`src/rtl/hcbd_pkg.sv`:
```
// shared types and constants for the chunked body decoder
package hcbd_pkg;

  localparam int SIZE_DIGITS_DEF = 5;
  localparam int TOTAL_BITS_DEF  = 24;

  localparam int MAX_LEN_W = 24;
  localparam int TOT_LEN_W = 24;
  localparam logic [MAX_LEN_W-1:0] MAX_LEN_RST = '1;

  localparam int OUT_TDATA_W = 40;
  localparam int OUT_TUSER_W = 2;

  localparam logic [1:0] ST_OK        = 2'd0;
  localparam logic [1:0] ST_LINE_LONG = 2'd1;
  localparam logic [1:0] ST_OUT_LONG  = 2'd2;
  localparam logic [1:0] ST_EARLY_END = 2'd3;

  typedef struct packed {
    logic                 has_byte;
    logic [7:0]           out_byte;
    logic                 finished;
    logic [1:0]           status;
    logic [TOT_LEN_W-1:0] total_length;
  } res_t;

endpackage

```
`src/rtl/hcbd_core.sv`:
```
// message state and per-byte decode logic
module hcbd_core import hcbd_pkg::*; #(
  parameter int SIZE_DIGITS = SIZE_DIGITS_DEF,
  parameter int TOTAL_BITS  = TOTAL_BITS_DEF
) (
  input  logic                 clk,
  input  logic                 rst_n,
  input  logic                 fire,
  input  logic [7:0]           data_byte,
  input  logic                 last_byte,
  input  logic [MAX_LEN_W-1:0] max_len,
  output logic                 res_valid,
  output res_t                 res
);

  localparam int LL_W  = $clog2(SIZE_DIGITS + 2);
  localparam int CS_W  = 4 * SIZE_DIGITS;
  localparam int DT_W  = TOTAL_BITS + 1;
  localparam int CMP_W = (DT_W > MAX_LEN_W) ? DT_W : MAX_LEN_W;
  localparam logic [LL_W-1:0] LL_MAX = LL_W'(SIZE_DIGITS);

  localparam logic [1:0] PH_SIZE = 2'd0;
  localparam logic [1:0] PH_DATA = 2'd1;
  localparam logic [1:0] PH_SKIP = 2'd2;
  localparam logic [1:0] PH_DONE = 2'd3;

  localparam logic [7:0] CHR_CR = 8'h0d;
  localparam logic [7:0] CHR_LF = 8'h0a;

  typedef struct packed {
    logic [LL_W-1:0] ll;
    logic            hs;
    logic [CS_W-1:0] cs;
  } line_t;

  logic [1:0]      phase_r, phase_nxt;
  logic [LL_W-1:0] line_length_r, line_length_nxt;
  logic            pending_cr_r, pending_cr_nxt;
  logic            hex_stopped_r, hex_stopped_nxt;
  logic [CS_W-1:0] chunk_size_r, chunk_size_nxt;
  logic [CS_W-1:0] bytes_left_r, bytes_left_nxt;
  logic [1:0]      skip_count_r, skip_count_nxt;
  logic [DT_W-1:0] decoded_total_r, decoded_total_nxt;

  logic            hit;
  logic            clr;
  res_t            r;
  line_t           ln;
  logic [TOTAL_BITS-1:0] sat_total;

  function automatic logic [4:0] hex_digit(input logic [7:0] c);
    logic [4:0] v;
    v = 5'd0;
    if (c >= 8'h30 && c <= 8'h39) v = {1'b1, 4'(c - 8'h30)};
    else if (c >= 8'h41 && c <= 8'h46) v = {1'b1, 4'(c - 8'h37)};
    else if (c >= 8'h61 && c <= 8'h66) v = {1'b1, 4'(c - 8'h57)};
    return v;
  endfunction

  function automatic line_t add_char(input line_t s, input logic [7:0] c);
    line_t      o;
    logic [4:0] h;
    o = s;
    h = hex_digit(c);
    if (s.ll <= LL_MAX) o.ll = s.ll + 1'b1;
    if (!s.hs) begin
      if (!h[4] || o.ll > LL_MAX) o.hs = 1'b1;
      else o.cs = CS_W'({s.cs, h[3:0]});
    end
    return o;
  endfunction

  assign sat_total = decoded_total_r[TOTAL_BITS] ? '1 : decoded_total_r[TOTAL_BITS-1:0];

  always_comb begin
    phase_nxt         = phase_r;
    line_length_nxt   = line_length_r;
    pending_cr_nxt    = pending_cr_r;
    hex_stopped_nxt   = hex_stopped_r;
    chunk_size_nxt    = chunk_size_r;
    bytes_left_nxt    = bytes_left_r;
    skip_count_nxt    = skip_count_r;
    decoded_total_nxt = decoded_total_r;
    hit = 1'b0;
    clr = 1'b0;
    r   = '0;
    ln  = '{ll: line_length_r, hs: hex_stopped_r, cs: chunk_size_r};
    case (phase_r)
      PH_SIZE: begin
        if (pending_cr_r && data_byte == CHR_LF) begin
          pending_cr_nxt = 1'b0;
          if (line_length_r > LL_MAX) begin
            hit = 1'b1;
            r.finished = 1'b1;
            r.status = ST_LINE_LONG;
          end else if (chunk_size_r == '0) begin
            hit = 1'b1;
            r.finished = 1'b1;
            r.status = ST_OK;
            r.total_length = TOT_LEN_W'(sat_total);
          end else if (last_byte) begin
            hit = 1'b1;
            r.finished = 1'b1;
            r.status = ST_EARLY_END;
          end else begin
            phase_nxt       = PH_DATA;
            bytes_left_nxt  = chunk_size_r;
            chunk_size_nxt  = '0;
            line_length_nxt = '0;
            hex_stopped_nxt = 1'b0;
          end
        end else begin
          if (pending_cr_r) ln = add_char(ln, CHR_CR);
          if (data_byte != CHR_CR) ln = add_char(ln, data_byte);
          pending_cr_nxt  = (data_byte == CHR_CR);
          line_length_nxt = ln.ll;
          hex_stopped_nxt = ln.hs;
          chunk_size_nxt  = ln.cs;
          if (last_byte) begin
            hit = 1'b1;
            r.finished = 1'b1;
            r.status = ST_EARLY_END;
          end
        end
      end
      PH_DATA: begin
        if (!decoded_total_r[TOTAL_BITS]) decoded_total_nxt = decoded_total_r + 1'b1;
        if (bytes_left_r != '0) bytes_left_nxt = bytes_left_r - 1'b1;
        hit = 1'b1;
        r.has_byte = 1'b1;
        r.out_byte = data_byte;
        if (bytes_left_nxt == '0) begin
          if (CMP_W'(decoded_total_nxt) > CMP_W'(max_len)) begin
            r.finished = 1'b1;
            r.status = ST_OUT_LONG;
          end else if (last_byte) begin
            r.finished = 1'b1;
            r.status = ST_EARLY_END;
          end else begin
            phase_nxt = PH_SKIP;
            skip_count_nxt = 2'd2;
          end
        end else if (last_byte) begin
          r.finished = 1'b1;
          r.status = ST_EARLY_END;
        end
      end
      PH_SKIP: begin
        if (skip_count_r != 2'd0) skip_count_nxt = skip_count_r - 1'b1;
        if (skip_count_nxt == 2'd0) phase_nxt = PH_SIZE;
        if (last_byte) begin
          hit = 1'b1;
          r.finished = 1'b1;
          r.status = ST_EARLY_END;
        end
      end
      default: begin
        if (last_byte) clr = 1'b1;
      end
    endcase
    if (r.finished) begin
      phase_nxt = PH_DONE;
      if (last_byte) clr = 1'b1;
    end
    if (clr) begin
      phase_nxt         = PH_SIZE;
      line_length_nxt   = '0;
      pending_cr_nxt    = 1'b0;
      hex_stopped_nxt   = 1'b0;
      chunk_size_nxt    = '0;
      bytes_left_nxt    = '0;
      skip_count_nxt    = 2'd0;
      decoded_total_nxt = '0;
    end
  end

  assign res_valid = fire && hit;
  assign res       = r;

  always_ff @(posedge clk) begin
    if (!rst_n) begin
      phase_r         <= PH_SIZE;
      line_length_r   <= '0;
      pending_cr_r    <= 1'b0;
      hex_stopped_r   <= 1'b0;
      chunk_size_r    <= '0;
      bytes_left_r    <= '0;
      skip_count_r    <= 2'd0;
      decoded_total_r <= '0;
    end else if (fire) begin
      phase_r         <= phase_nxt;
      line_length_r   <= line_length_nxt;
      pending_cr_r    <= pending_cr_nxt;
      hex_stopped_r   <= hex_stopped_nxt;
      chunk_size_r    <= chunk_size_nxt;
      bytes_left_r    <= bytes_left_nxt;
      skip_count_r    <= skip_count_nxt;
      decoded_total_r <= decoded_total_nxt;
    end
  end

  a_byte_zero: assert property (@(posedge clk) disable iff (!rst_n)
    res_valid && !res.has_byte |-> res.out_byte == 8'd0)
    else $error("out_byte set without a data byte");

  a_open_clean: assert property (@(posedge clk) disable iff (!rst_n)
    res_valid && !res.finished |-> res.status == ST_OK && res.total_length == '0)
    else $error("status or total set on an unfinished result");

  a_done_after_fin: assert property (@(posedge clk) disable iff (!rst_n)
    res_valid && res.finished && !last_byte |=> phase_r == PH_DONE)
    else $error("no done phase after a finished result");

  a_left_idle: assert property (@(posedge clk) disable iff (!rst_n)
    phase_r == PH_SIZE || phase_r == PH_SKIP |-> bytes_left_r == '0)
    else $error("data count left over outside the data phase");

endmodule

```
`src/rtl/hcbd_out_buf.sv`:
```
// two-entry result buffer with a registered ready
module hcbd_out_buf import hcbd_pkg::*; (
  input  logic clk,
  input  logic rst_n,
  input  logic push,
  input  res_t push_data,
  output logic ready,
  output logic out_valid,
  input  logic out_ready,
  output res_t out_data
);

  res_t       ent_r [2];
  logic       head_r, head_nxt;
  logic       tail_r, tail_nxt;
  logic [1:0] count_r, count_nxt;
  logic       pop;

  assign ready     = (count_r != 2'd2);
  assign out_valid = (count_r != 2'd0);
  assign out_data  = ent_r[head_r];
  assign pop       = out_valid && out_ready;

  always_comb begin
    head_nxt  = head_r ^ pop;
    tail_nxt  = tail_r ^ push;
    count_nxt = count_r + 2'(push) - 2'(pop);
  end

  always_ff @(posedge clk) begin
    if (!rst_n) begin
      head_r  <= 1'b0;
      tail_r  <= 1'b0;
      count_r <= 2'd0;
    end else begin
      head_r  <= head_nxt;
      tail_r  <= tail_nxt;
      count_r <= count_nxt;
    end
  end

  always_ff @(posedge clk) begin
    if (push) ent_r[tail_r] <= push_data;
  end

  a_no_overflow: assert property (@(posedge clk) disable iff (!rst_n)
    push |-> count_r != 2'd2)
    else $error("result pushed into a full buffer");

  a_count_track: assert property (@(posedge clk) disable iff (!rst_n)
    push && !pop |=> count_r == $past(count_r) + 2'd1)
    else $error("buffer count lost a request");

  a_ptr_match: assert property (@(posedge clk) disable iff (!rst_n)
    count_r == 2'd0 || count_r == 2'd2 |-> head_r == tail_r)
    else $error("buffer pointers out of step");

endmodule

```
`src/rtl/http_chunked_body_decoder.sv`:
```
// top level of the chunked transfer body decoder
// a result passes from the input register through hcbd_core into the result buffer before it can be taken
// throughput: one byte per cycle while the result buffer has room, set by the state update in hcbd_core
// a two-entry result buffer lets input flow while one result waits at the output
// reset: synchronous active-low rst_n clears the message state and buffers,
// and sets max output length to all ones
module http_chunked_body_decoder import hcbd_pkg::*; #(
  parameter int SIZE_DIGITS = SIZE_DIGITS_DEF,
  parameter int TOTAL_BITS  = TOTAL_BITS_DEF
) (
  input  logic                   clk,
  input  logic                   rst_n,
  input  logic                   in_tvalid,
  output logic                   in_tready,
  input  logic [7:0]             in_tdata,   // data_byte
  input  logic                   in_tlast,   // last_byte
  output logic                   out_tvalid,
  input  logic                   out_tready,
  output logic [OUT_TDATA_W-1:0] out_tdata,  // out_byte, status, total_length, zero pad
  output logic [OUT_TUSER_W-1:0] out_tuser,  // has_byte, finished
  input  logic                   cfg_valid,
  output logic                   cfg_ready,
  input  logic [MAX_LEN_W-1:0]   cfg_data
);

  logic                 in_valid_r, in_valid_nxt;
  logic [7:0]           in_byte_r;
  logic                 in_last_r;
  logic [MAX_LEN_W-1:0] max_len_r;
  logic                 buf_ready;
  logic                 fire;
  logic                 in_acc;
  logic                 res_valid;
  res_t                 res;
  res_t                 out_res;

  assign cfg_ready = 1'b1;
  assign fire      = in_valid_r && buf_ready;
  assign in_tready = !in_valid_r || buf_ready;
  assign in_acc    = in_tvalid && in_tready;

  always_comb begin
    in_valid_nxt = in_valid_r;
    if (in_acc) in_valid_nxt = 1'b1;
    else if (fire) in_valid_nxt = 1'b0;
  end

  always_ff @(posedge clk) begin
    if (!rst_n) begin
      in_valid_r <= 1'b0;
      max_len_r  <= MAX_LEN_RST;
    end else begin
      in_valid_r <= in_valid_nxt;
      if (cfg_valid && cfg_ready) max_len_r <= cfg_data;
    end
  end

  always_ff @(posedge clk) begin
    if (in_acc) begin
      in_byte_r <= in_tdata;
      in_last_r <= in_tlast;
    end
  end

  hcbd_core #(
    .SIZE_DIGITS (SIZE_DIGITS),
    .TOTAL_BITS  (TOTAL_BITS)
  ) u_core (
    .clk       (clk),
    .rst_n     (rst_n),
    .fire      (fire),
    .data_byte (in_byte_r),
    .last_byte (in_last_r),
    .max_len   (max_len_r),
    .res_valid (res_valid),
    .res       (res)
  );

  hcbd_out_buf u_out_buf (
    .clk       (clk),
    .rst_n     (rst_n),
    .push      (res_valid),
    .push_data (res),
    .ready     (buf_ready),
    .out_valid (out_tvalid),
    .out_ready (out_tready),
    .out_data  (out_res)
  );

  assign out_tdata = OUT_TDATA_W'({out_res.total_length, out_res.status, out_res.out_byte});
  assign out_tuser = {out_res.finished, out_res.has_byte};

  a_push_needs_item: assert property (@(posedge clk) disable iff (!rst_n)
    res_valid |-> in_valid_r && buf_ready)
    else $error("result produced without a pending request");

  a_hold_unfired: assert property (@(posedge clk) disable iff (!rst_n)
    in_valid_r && !buf_ready |=> in_valid_r && $stable(in_byte_r))
    else $error("pending request lost while stalled");

  a_ready_when_empty: assert property (@(posedge clk) disable iff (!rst_n)
    !in_valid_r |-> in_tready)
    else $error("input stalled with an empty input register");

endmodule
```
`config.mk`:
```
export PLATFORM = sky130hd
export DESIGN_NAME = http_chunked_body_decoder
export DESIGN_NICKNAME = d
export VERILOG_FILES = /design/src/rtl/hcbd_pkg.sv /design/src/rtl/hcbd_core.sv /design/src/rtl/hcbd_out_buf.sv /design/src/rtl/http_chunked_body_decoder.sv
export SDC_FILE = /design/constraint.sdc
export NUM_CORES = 1
export LEC_CHECK = 0
export BUFFER_PORTS_ARGS = -buffer_cell sky130_fd_sc_hd__buf_2
export CAP_MARGIN = 30
export CORE_MARGIN = 4
export CORE_UTILIZATION = 63
export CTS_CLUSTER_DIAMETER = 50
export DETAILED_ROUTE_END_ITERATION = 7
export PLACE_DENSITY = 0.83
export SYNTH_ARGS = -nofsm -noshare
export SYNTH_HDL_FRONTEND = slang
export SYNTH_SLANG_ARGS = --single-unit
```
`constraint.sdc`:
```
create_clock -name clk -period 9.7 [get_ports clk]
set_input_delay 1.455 -clock clk [delete_from_list [all_inputs] [get_ports clk]]
set_output_delay 1.455 -clock clk [all_outputs]
set_load 0.01 [all_outputs]
```
**Yosys cells after proc, flatten, opt, wreduce, memory -nomap -nowiden**

Memory sizes are Yosys's and may differ from the RTL's. A register that Yosys moved wholly into a read port is not among the register bits.
Cells that the tools add are included.

- Output and inout bits: 45
- RAM bits: 72
- Logic and storage cells: 187
- Memories: 1
- Register bits after elaboration: 112

- Magnitude comparators: 11
- Reduce and logical (&&, ||, !) cells: 32
- Bitwise gates (word level): 2
- Add/sub/neg operators: 10
- Equality and inequality tests: 24
- Multiplexer cells: 92

Memory list:

| name | words | bits a word | rd ports | clocked after Yosys merged registers in | wr ports | line | text |
|---|---|---|---|---|---|---|---|
| u_out_buf.ent_r | 2 | 36 | 1 | 1 | 1 | hcbd_out_buf.sv:13 | `res_t ent_r [2];` |

Operators with widths:

| operator | number |
|---|---|
| 20-bit 2-to-1 mux | 14 |
| 24-bit 2-to-1 mux | 9 |
| 25-bit 2-to-1 mux | 4 |
| 3-bit 2-to-1 mux | 17 |
| 20-bit logical NOT | 2 |
| 20-bit one-hot mux with 2 select lines | 1 |
| 5-bit 2-to-1 mux | 6 |
| 2-bit 2-to-1 mux | 13 |
| 25-bit by 1-bit adder with 25-bit output (second input constant) | 1 |
| 25-bit by 24-bit > comparator with 1-bit output | 1 |
| 3-bit by 2-bit inequality test with 1-bit output (second input constant) | 8 |
| 1-bit 2-to-1 mux | 22 |
| 21-bit 2-to-1 mux | 1 |
| 4-bit by 2-bit inequality test with 1-bit output (second input constant) | 5 |
| 20-bit nonzero test | 1 |
| 20-bit by 1-bit subtractor with 20-bit output (second input constant) | 1 |
| 8-bit by 4-bit equality test with 1-bit output (second input constant) | 2 |
| 8-bit by 7-bit greater-or-equal comparator with 1-bit output (second input constant) | 2 |
| 8-bit by 7-bit <= comparator with 1-bit output (second input constant) | 2 |
| 4-bit by 1-bit inequality test with 1-bit output (second input constant) | 3 |
| 10-bit AND reduction | 1 |
| 5-bit AND reduction | 2 |
| 2-bit nonzero test | 5 |
| 9-bit 2-to-1 mux | 1 |
| 29 further kinds | 47 |

**Logic depth before layout (Yosys ltp)**

- Word-level depth: 18
- Depth in mapped cells: 19
- Depth with buffers taken out: 17

**Modules after synthesis**

Synthesis repeated with hierarchy kept, for this count alone.

- Cell total of the unflattened synthesis: 1034
- Area total of the unflattened synthesis: 10121.0 um2

Modules (own cells, without submodules):

| module | instances | area each (um2) | cells an instance | seq. area each (um2) |
|---|---|---|---|---|
| hcbd_core | 1 | 5886.9 | 797 | 1481.4 |
| hcbd_out_buf | 1 | 2977.9 | 135 | 2262.2 |
| http_chunked_body_decoder | 1 | 1256.2 | 102 | 770.7 |

**Worst setup path before layout**

No wires, ideal clock.

- Path type: reg2reg
- From: register u_core.decoded_total_r[5]
- To: register u_core.skip_count_r[1]
- Data arrival time: 4258 ps
- Buffers on the path: 2
- Cell stages (with the launch flop): 18
- Path slack: 5304 ps
- Required time: 9562 ps
- Library setup time: 138 ps
- Path through: dfxtp_1 clkbuf_1 nand2_1 nor4_1 nand3_1 nor2_1 and3_1 clkbuf_1 nand3_1 xnor2_1 ha_1 nand4_1 or4_1 nor4_1 o31a_1 a21oi_1 a2111oi_1 o32ai_1

- Longest elaborated chain between the ends: 10
- Elaborated cells on any way between the ends: 14

RTL lines:

| element | line | text |
|---|---|---|
| start, declared | hcbd_core.sv:43 | `logic [DT_W-1:0] decoded_total_r, decoded_total_nxt;` |
| start signal, assigned | hcbd_core.sv:198 | `decoded_total_r <= decoded_total_nxt;` |
| 25-bit by 1-bit adder with 25-bit output | hcbd_core.sv:127 | `if (!decoded_total_r[TOTAL_BITS]) decoded_total_nxt = decoded_total_r + 1'b1;` |
| 25-bit 2-to-1 mux * | hcbd_core.sv:127 |  |
| 25-bit 2-to-1 mux * | hcbd_core.sv:88 | `case (phase_r)` |
| 25-bit by 24-bit > comparator with 1-bit output * | hcbd_core.sv:133 | `if (CMP_W'(decoded_total_nxt) > CMP_W'(max_len)) begin` |
| 3-bit 2-to-1 mux | hcbd_core.sv:133 |  |
| 3-bit 2-to-1 mux | hcbd_core.sv:132 | `if (bytes_left_nxt == '0) begin` |
| 3-bit one-hot mux with 3 select lines | hcbd_core.sv:88 |  |
| 1-bit 2-to-1 mux | hcbd_core.sv:161 | `if (r.finished) begin` |
| 3-bit by 1-bit inequality test with 1-bit output (no source line), or another cell as far along | -- |  |
| 5-bit AND reduction (no source line) | -- |  |
| end signal, assigned | hcbd_core.sv:197 | `skip_count_r <= skip_count_nxt;` |
| end, declared | hcbd_core.sv:42 | `logic [1:0] skip_count_r, skip_count_nxt;` |

Mark *: on every way between the ends. The rest lies on a longest branch, timed or not. The select of a mux whose other input is x is not followed.
A chain may end at the register's enable or synchronous reset.

**Worst setup path after layout**

- From: register u_core.decoded_total_r[24]
- To: register u_core.phase_r[0]

- Longest elaborated chain between the ends: 10
- Elaborated cells on any way between the ends: 20

RTL lines:

| element | line | text |
|---|---|---|
| 25-bit by 1-bit adder with 25-bit output | hcbd_core.sv:127 |  |
| 25-bit 2-to-1 mux * | hcbd_core.sv:127 |  |
| 25-bit 2-to-1 mux * | hcbd_core.sv:88 |  |
| 25-bit by 24-bit > comparator with 1-bit output * | hcbd_core.sv:133 |  |
| 3-bit 2-to-1 mux | hcbd_core.sv:133 |  |
| 3-bit 2-to-1 mux | hcbd_core.sv:132 |  |
| 3-bit one-hot mux with 3 select lines | hcbd_core.sv:88 |  |
| 1-bit 2-to-1 mux | hcbd_core.sv:161 |  |
| 4-bit by 1-bit inequality test with 1-bit output (no source line), or another cell as far along | -- |  |
| 10-bit AND reduction (no source line) | -- |  |
| end signal, assigned | hcbd_core.sv:191 | `phase_r <= phase_nxt;` |
| end, declared | hcbd_core.sv:36 | `logic [1:0] phase_r, phase_nxt;` |

Marked as above.

==> flow_summary.toml <==
[run_status]
status = "finished with violations"
failed_checks = "DRC"

[sta]
slew_headroom_pct = 39.1
worstMarginPinSlew_ns = 0.913
hold_viol = 0
fin_crit_ns = 5.09
skew_ns = 0.00983
period_share_pct = 52.5
setup_tns_ns = 0
max_freq_mhz = 196
rsz0062_at_grt = "false"
final-setup-viol-count = 0
drv_slew = 0

[detailed_routing]
ant_nets = 0
routed_wl_um = 21900
viasPerCell = 6.16
drt_iter0_markers = 815
drc = 1
first_pass_iters = 8
dr_total_vias = 7829
wire_per_inst_um = 17.3

[placed_design]
dp_hpwl_um = 15000
portBuffers = 75
gp_congestion = 0.919
place_inst = 1237
placed_cell_area_um2 = 10200

[power]
vdd_drop_max_v = 0.000137
power_density_nw_per_um2 = 180
leakagePower_nw = 4.20

[setup_path]
crit_slowest_cell = "nor4_1"
endpoint_kind = "flop"
cpMostUsedCell = "nand3_1"
r2r_end = "u_core.phase_r[0]$_SDFFE_PN0P_"
r2r_cells = 16
slowest_delay_ns = 0.63
r2r-start = "u_core.decoded_total_r[24]$_SDFFE_PN0P_"
arrival_ns = 5.46
cp-startpoint = "u_core.decoded_total_r[24]$_SDFFE_PN0P_"
crit_type = "reg2reg"
crit_chain = "nor4_1 -> nand3_1 -> nor2_1 -> and3_1 -> nand3_1 -> xnor2_1 -> ha_1 -> nand4_1 -> or4_1 -> nand3_1 -> o21ai_0 -> o31ai_1 -> and3_1 -> a22oi_1 -> a211o_1 -> a21oi_2"
crit_fanout = 27
worst_ep_required_time_ns = 10.07
startpoint_type = "flop"
reg2reg_slack_ns = 4.61

[clocking]
clk_latency_ns = 0.44
postCtsSetupBuffers = 0
numCtsBuffers = 17
root_buffer = "clkbuf_16"
htreeDepth = 4
clkSlewWorstSetupHoldPaths_ns = 0.07
clock_sinks = 185
ctsHoldBuffers = 0
cts_tree = "yes"
cts.repair.resized = 0
clock_path_buffers = 2

[die]
die_w_um = 133
core_um2 = 15200
rows = 45
dieArea_um2 = 17600
start_util_pct = 64.4
ios = 83
die_y_um = 133

[logic_synthesis]
syn_inst = 1030
syn_area_per_cell_um2 = 9.51
netlist-cell-type-count = 68
seq_area_frac_synth_pct = 46.1
synth.yosys.warnings = 0
ys_ff_latch = 185
async_reset_ff_share_pct = 0
synth_edf_count = 81
synthFlopType = "dfxtp_1"
netlist_area_um2 = 9790

[grt]
grt_pass1_vias = 7213
grt_use_total_pct = 25.2
antenna_found_initial = 0
grt_first_pass_wirelength_um = 36500
grt_max_degree = 73
grt_overflow_total = 0

[finish]
finalInstanceArea_um2 = 10800
register_area_um2 = 4510
drive_gt1_share_pct = 16.3
syn2layout_area_growth_pct = 10.6
fin_cells = 1270
fin_nets = 1152
n_fill_cell = 1109
antennaDiodeCount = 0
mostFrequentLayoutCell = "dfxtp_1"
mostFrequentLayoutCells = "dfxtp_1, nand2_1, nor2_1, edfxtp_1, buf_2"
multi_input_area_um2 = 4810

[worst_hold_path]
hold_depth = 2
min-delay-start = "u_core.skip_count_r[1]$_SDFFE_PN0P_"
hold_path.class = "reg2reg"
hold_end = "u_core.skip_count_r[1]$_SDFFE_PN0P_"

[run]
drv_cap = 0
[synthesized netlist by cell type (7+ instances only)]
cell,number,share of area [%]
o211ai_1,27,2.1
dfxtp_1,104,21
buf_4,7,0.54
edfxtp_1,81,25
or4_1,9,0.69
or2_2,8,0.51
o21ai_0,31,1.6
ha_1,45,5.8
inv_1,48,1.8
nor3_1,22,1.1
a21oi_1,74,3.8
o2111ai_1,7,0.63
a21o_1,9,0.69
nand2b_1,9,0.57
a22oi_1,25,1.9
a31oi_1,11,0.70
nor4_1,15,0.96
nand2_1,84,3.2
o41ai_1,7,0.63
clkbuf_1,53,2.0
xnor2_1,18,1.6
o21a_1,26,2.0
nand3_1,35,1.8
nor2b_1,15,0.96
xor2_1,15,1.3
and3_1,9,0.57
nand4_1,17,1.1
mux2_2,39,4.5
nor2_1,81,3.1
buf_1,9,0.34
and2_1,13,0.83
[layer usage]
layer / share of wire, % / global-route usage (%)
met5: 0 / 0
met1: 47 / 37.2
met3: 6.3 / 4.33
met4: 1.4 / 6.76
met2: 45 / 38.4
[power by group]
| group | internal (mW) | switching [mW] |
|---|---|---|
| Sequential | 0.853 | 0.0185 |
| Clock | 0.399 | 0.320 |
| Combinational | 0.150 | 0.211 |
[how the worst max path moves through the flow]
| stage | end | slack, ns | cells past startpoint |
|---|---|---|---|
| final | u_core.phase_r[0]$_SDFFE_PN0P_ | 4.61 | 16 |
| after global routing | u_core.phase_r[0]$_SDFFE_PN0P_ | 4.29 | 16 |
| after CTS | u_core.phase_r[0]$_SDFFE_PN0P_ | 4.66 | 16 |
| after detailed placement | u_core.phase_r[0]$_SDFFE_PN0P_ | 4.72 | 16 |
| after global placement | u_core.phase_r[0]$_SDFFE_PN0P_ | 4.78 | 16 |
| after floorplan | u_core.skip_count_r[1]$_SDFFE_PN0P_ | 5.30 | 17 |
[kinds of logic after synthesis]
kind of cell    Yosys count  share of synthesized area (%)
flops                   185                           46.1
fa+ha+maj                45                           5.75
mux                      44                           5.00
buf+inv                 121                           5.07
xor+xnor                 33                           2.95
other cells               2                         0.0767
simple gates            340                           17.4
compound gates          260                           17.6
[area by class of cell]
class | count | area share, %
clock inverter | 14 | 1.66
inverter | 49 | 1.70
timing repair buffer | 87 | 4.30
sequential | 185 | 41.7
tap | 188 | 2.17
multi-input combinational | 729 | 44.4
clock buffer | 18 | 4.06
[sequential cells by signal (all words and copies together), names as in the netlist, named ones only]
| register | flops |
|---|---|
| u_out_buf.ent_r | 72 |
| u_core.decoded_total_r | 25 |
| max_len_r | 24 |
| u_core.bytes_left_r | 20 |
| u_core.chunk_size_r | 20 |
| in_byte_r | 8 |
| u_core.line_length_r | 3 |
| u_core.phase_r | 2 |
| u_core.skip_count_r | 2 |
| u_out_buf.count_r | 2 |
| in_last_r | 1 |
| in_valid_r | 1 |
| u_core.hex_stopped_r | 1 |
| u_core.pending_cr_r | 1 |
| u_out_buf.head_r | 1 |
| u_out_buf.tail_r | 1 |
[per-stage QoR]
stage	util (%)	worst slack [ns]	total power, mW	hold WS [ns]
6_report	71.2	4.61	1.95	0.467
5_1_grt	71.2	4.29	2.03	0.503
4_1_cts	71.2	4.66	1.96	0.463
3_5_place_dp	67.1	4.72	1.25	0.452
3_3_place_gp	67.1	4.78	1.24	0.452
2_1_floorplan	-	5.30	1.14	0.436
[critical path, delay by kind of cell, from the launching register on]
kind	cells	cell delay (ns)
and+or+nand+nor	9	2.83
AOI/OAI and AO/OA	5	1.11
adders and majority gates	1	0.31
DFF	1	0.60
xor gates and xnor gates	1	0.17
No activity file was read; power rests on OpenSTA's default activity.
